`src/hw/rtl/elastic_disk_collision_resolver_assert.svh`:
```
// Assertion macros shared by the collision resolver RTL.
// Each macro expects i_clk and i_rst_n in the enclosing module.
`ifndef ELASTIC_DISK_COLLISION_RESOLVER_ASSERT_SVH
`define ELASTIC_DISK_COLLISION_RESOLVER_ASSERT_SVH

// Property that must hold at every clock edge out of reset.
`define EDCR_ASSERT(lbl, expr, msg) \
    lbl: assert property (@(posedge i_clk) disable iff (!i_rst_n) (expr)) \
        else $error(msg);

// Implication whose consequent is checked in the cycle after the antecedent.
`define EDCR_ASSERT_NEXT(lbl, ante, cons, msg) \
    lbl: assert property (@(posedge i_clk) disable iff (!i_rst_n) (ante) |=> (cons)) \
        else $error(msg);

`endif

```
`src/hw/rtl/edcr_fifo.sv`:
```
// Small register FIFO used as the job queue and the result queue.
// Stand-alone; includes the shared assertion macros.
`timescale 1ns / 1ps
`include "elastic_disk_collision_resolver_assert.svh"

module edcr_fifo #(
    parameter int WIDTH = 8,
    parameter int DEPTH = 4
) (
    input  logic             i_clk,
    input  logic             i_rst_n,
    input  logic             i_push,
    input  logic [WIDTH-1:0] i_data,
    output logic             o_full,
    input  logic             i_pop,
    output logic [WIDTH-1:0] o_data,
    output logic             o_empty
);
    localparam int AW = (DEPTH > 1) ? $clog2(DEPTH) : 1;

    logic [WIDTH-1:0] r_mem [DEPTH];
    logic [AW-1:0]    r_wr;
    logic [AW-1:0]    r_rd;
    logic [AW:0]      r_cnt;
    logic             do_push;
    logic             do_pop;

    assign o_full  = (r_cnt == (AW+1)'(DEPTH));
    assign o_empty = (r_cnt == '0);
    assign do_push = i_push && !o_full;
    assign do_pop  = i_pop && !o_empty;
    assign o_data  = r_mem[r_rd];

    always_ff @(posedge i_clk) begin
        if (do_push) begin
            r_mem[r_wr] <= i_data;
        end
    end

    always_ff @(posedge i_clk) begin
        if (!i_rst_n) begin
            r_wr  <= '0;
            r_rd  <= '0;
            r_cnt <= '0;
        end else begin
            if (do_push) begin
                r_wr <= (r_wr == AW'(DEPTH - 1)) ? '0 : r_wr + 1'b1;
            end
            if (do_pop) begin
                r_rd <= (r_rd == AW'(DEPTH - 1)) ? '0 : r_rd + 1'b1;
            end
            if (do_push && !do_pop) begin
                r_cnt <= r_cnt + 1'b1;
            end else if (do_pop && !do_push) begin
                r_cnt <= r_cnt - 1'b1;
            end
        end
    end

    `EDCR_ASSERT(a_fifo_not_both, !(o_full && o_empty), "fifo full and empty at once")
    `EDCR_ASSERT_NEXT(a_fifo_inc, do_push && !do_pop, r_cnt == $past(r_cnt) + 1'b1, "fifo count did not grow")
    `EDCR_ASSERT_NEXT(a_fifo_dec, do_pop && !do_push, r_cnt == $past(r_cnt) - 1'b1, "fifo count did not shrink")

endmodule

```
`config.mk`:
```
export PLATFORM = sky130hd
export DESIGN_NAME = edcr_fifo
export DESIGN_NICKNAME = d
export VERILOG_FILES = /design/src/hw/rtl/edcr_fifo.sv
export VERILOG_INCLUDE_DIRS = /design/src /design/src/hw/rtl
export SDC_FILE = /design/constraint.sdc
export NUM_CORES = 1
export LEC_CHECK = 0
export BUFFER_PORTS_ARGS = -buffer_cell sky130_fd_sc_hd__buf_2
export CORE_MARGIN = 3
export CORE_UTILIZATION = 35
export DETAILED_ROUTE_END_ITERATION = 7
export GPL_ROUTABILITY_DRIVEN = 0
export PLACE_DENSITY = 0.58
export SYNTH_ARGS = -nofsm -noshare
export SYNTH_HDL_FRONTEND = slang
export SYNTH_SLANG_ARGS = --single-unit
```
`constraint.sdc`:
```
create_clock -name i_clk -period 3.2 [get_ports i_clk]
set_clock_uncertainty 0.1 [all_clocks]
set_input_delay 0.16 -clock i_clk [delete_from_list [all_inputs] [get_ports i_clk]]
set_output_delay 0.16 -clock i_clk [all_outputs]
set_load 0.05 [all_outputs]
```
==> summary.txt <==
Worst hold slack -> 0.1259 ns
Clk root buf -> clkbuf_8
Area Overhead vs Synth -> 19.34%
Tmin final -> 2.476 ns
DPL Wire Length -> 1742 µm
Most frequent cells in the layout -> edfxtp_1, buf_2, dfxtp_1
Fin. Hold Viols -> 0
Core area -> 0.004414 mm²
Grt ovf -> 0
# diodes -> 0
Final nets -> 144
Post-Route WL -> 2562 µm
# fillers -> 408
Via-to-Cell Ratio -> 4.826
Type of the worst setup path -> reg2reg
Drt wl/cell -> 14.39 µm
Non-Filler Instances -> 178
Internal -> 0.0009943 W
Pins Over Slew Limit -> 0
Synth warn -> 0
Port bufs -> 21
Vias in the first global route -> 856
DR vias -> 859
Worst-margin pin slew -> 0.5490 ns
Reg power frac -> 0.464
Pwr/cell area -> 804.5 mW/mm²
Commonest non-fill, non-tap cell in the layout -> edfxtp_1
CP max stage delay -> 0.45 ns
Syn nets -> 112
Outcome -> complete, no violations
Critical path launch point type -> register
Antenna Nets Post-Route -> 0
Max Clock Freq -> 0.4038 GHz
Post-synthesis sequential area ratio -> 0.6999
Top-area cell type share of the netlist area -> 0.5894
CTS tree -> done
CP bufs+invs -> 1
CP max stage cell -> dfxtp_1
Final worst-path cycle share -> 0.7739
Drt initial violations -> 28
Netlist Area Pre-Place -> 0.001630 mm²
Initial antenna violation count -> 0
Mapped Avg Cell Area -> 17.53 µm²
Max Cap Violations -> 0
CTS clock-pin slew for the worst setup and hold paths -> 0.08 ns
CTS Buf Count -> 5
Cell count after synthesis -> 93
Drt first pass iters -> 2
P_leak -> 0.7102 nW
Post-synth top area cell -> edfxtp_1
DIE AREA -> 0.005513 mm²
Layout cells sized above 1 -> 0.2937
Die W -> 74.25 µm
Crit end category -> register
Yosys cell types -> 23
Num ports -> 22
DRC viols -> 0
VDD IR max -> 486.3 µV
Initial core utilization -> 0.3693
Clk network pwr share -> 0.200
First-pass GRT wire length -> 4119 µm
# rows -> 24
# setup viols final -> 0
Slew HR -> 0.6309
CP arrival -> 2.59 ns
Clock buffer depth -> 2
Clk sink count -> 41
Yosys reg bits -> 41
Combinational share of power -> 0.336
Net Switching -> 0.0005709 W
Ranking of synthesized cells by area -> edfxtp_1, dfxtp_1, mux4_2
Post-Place Cells -> 162
Max FO, Critical Path -> 7
GRT Overall Usage -> 0.1052
HP Class -> in2reg
Fin Setup TNS -> 0 ns
PostCTS Resize Cnt -> 0
RSZ-0062 raised after global routing -> false
Net Sw Frac -> 0.3647
WP data required -> 3.31 ns
Clock Latency Late Sink -> 0.29 ns
Cells along the critical path -> nor3b_2 -> nor2b_1 -> ha_1 -> inv_1 -> fa_1 -> xor2_1 -> or3_1 -> a21boi_0
Chip height -> 74.25 µm
# H-tree levels -> 2
Cell family with most CP delay -> simple AND/OR/NAND/NOR gates
Pin count of the biggest net entering global routing -> 13
[synth_stat cells]
cell type  number
a21boi_0        1
and2_1          5
buf_1           1
buf_2           2
clkbuf_1        1
dfxtp_1         9
edfxtp_1       32
fa_1            1
ha_1            6
inv_1           3
mux2i_1         3
mux4_2          8
nand2_1         6
nand3_1         2
nor2_1          2
nor2b_1         2
nor3_1          1
nor3b_2         1
o21ai_0         3
o31ai_1         1
or3_1           1
xnor2_1         1
xor2_1          1
[repair_timing]
action	CTS	global route
hold buffers	8	0
hold endpoints to repair	32	0
buffers inserted	0	0
[cell families after synthesis]
family	Yosys count	synth area share
DFF	41	0.6999
and+or+nand+nor	20	0.06600
muxes	11	0.1289
buffers and inverters	7	0.01765
adders and majority gates	7	0.05833
AOI/OAI and AO/OA	5	0.01842
xor gates and xnor gates	2	0.01075
[metrics by stage]
step           worst slack (ns)  area (µm²)    util  power (W)
2_1_floorplan            0.7654        1630       -   0.001147
3_3_place_gp             0.8914        1783  0.4039   0.001245
3_5_place_dp             0.7401        1783  0.4039   0.001264
4_1_cts                  0.7328        1946  0.4408   0.001589
5_1_grt                  0.5017        1946  0.4408   0.001663
6_report                 0.7236        1946  0.4408   0.001565
[flip-flops by register name, indices dropped and copies added, names as in the netlist, named ones only]
signal / count
r_mem: 32
r_cnt: 3
r_rd: 2
r_wr: 2
[routing by layer]
| metal | share of wire | up-vias | GRT usage |
|---|---|---|---|
| met1 | 0.44 | 422 | 0.1194 |
| met3 | 0.059 | 6 | 0.05000 |
| li1 | - | 411 | - |
| met5 | 0 | - | 0 |
| met2 | 0.48 | 20 | 0.1722 |
| met4 | 0.017 | 0 | 0.04150 |
[power by group through the flow]
| stage | clock [W] | combinational, W | sequential (W) |
|---|---|---|---|
| floorplan | 0 | 0.000448 | 0.000698 |
| global placement | 0 | 0.000509 | 0.000737 |
| detailed placement | 0 | 0.000524 | 0.000741 |
| CTS | 0.000327 | 0.000534 | 0.000729 |
| global route | 0.000352 | 0.000569 | 0.000742 |
| finish | 0.000314 | 0.000526 | 0.000726 |
[final cells by class]
class	count	area, µm²	area share
Sequential cell	41	1141	0.5865
Inverter	3	11.26	0.005788
Clock buffer	6	72.57	0.03730
Timing Repair Buffer	29	185.2	0.09518
Tap cell	52	65.06	0.03344
Multi-Input combinational cell	45	460.4	0.2367
Clock inverter	2	10.01	0.005145
[path summary, 6_finish.rpt]
kind	cells after the start	slack (ns)	from	end
worst max-delay path	8	0.72	r_cnt[0]	r_cnt[2]
worst min-delay path	2	0.13	i_rst_n	r_cnt[2]
worst max register to register	8	0.72	r_cnt[0]	r_cnt[2]
worst min register to register	2	0.42	r_wr[1]	r_wr[1]
Power figures use the tool's default switching activity.
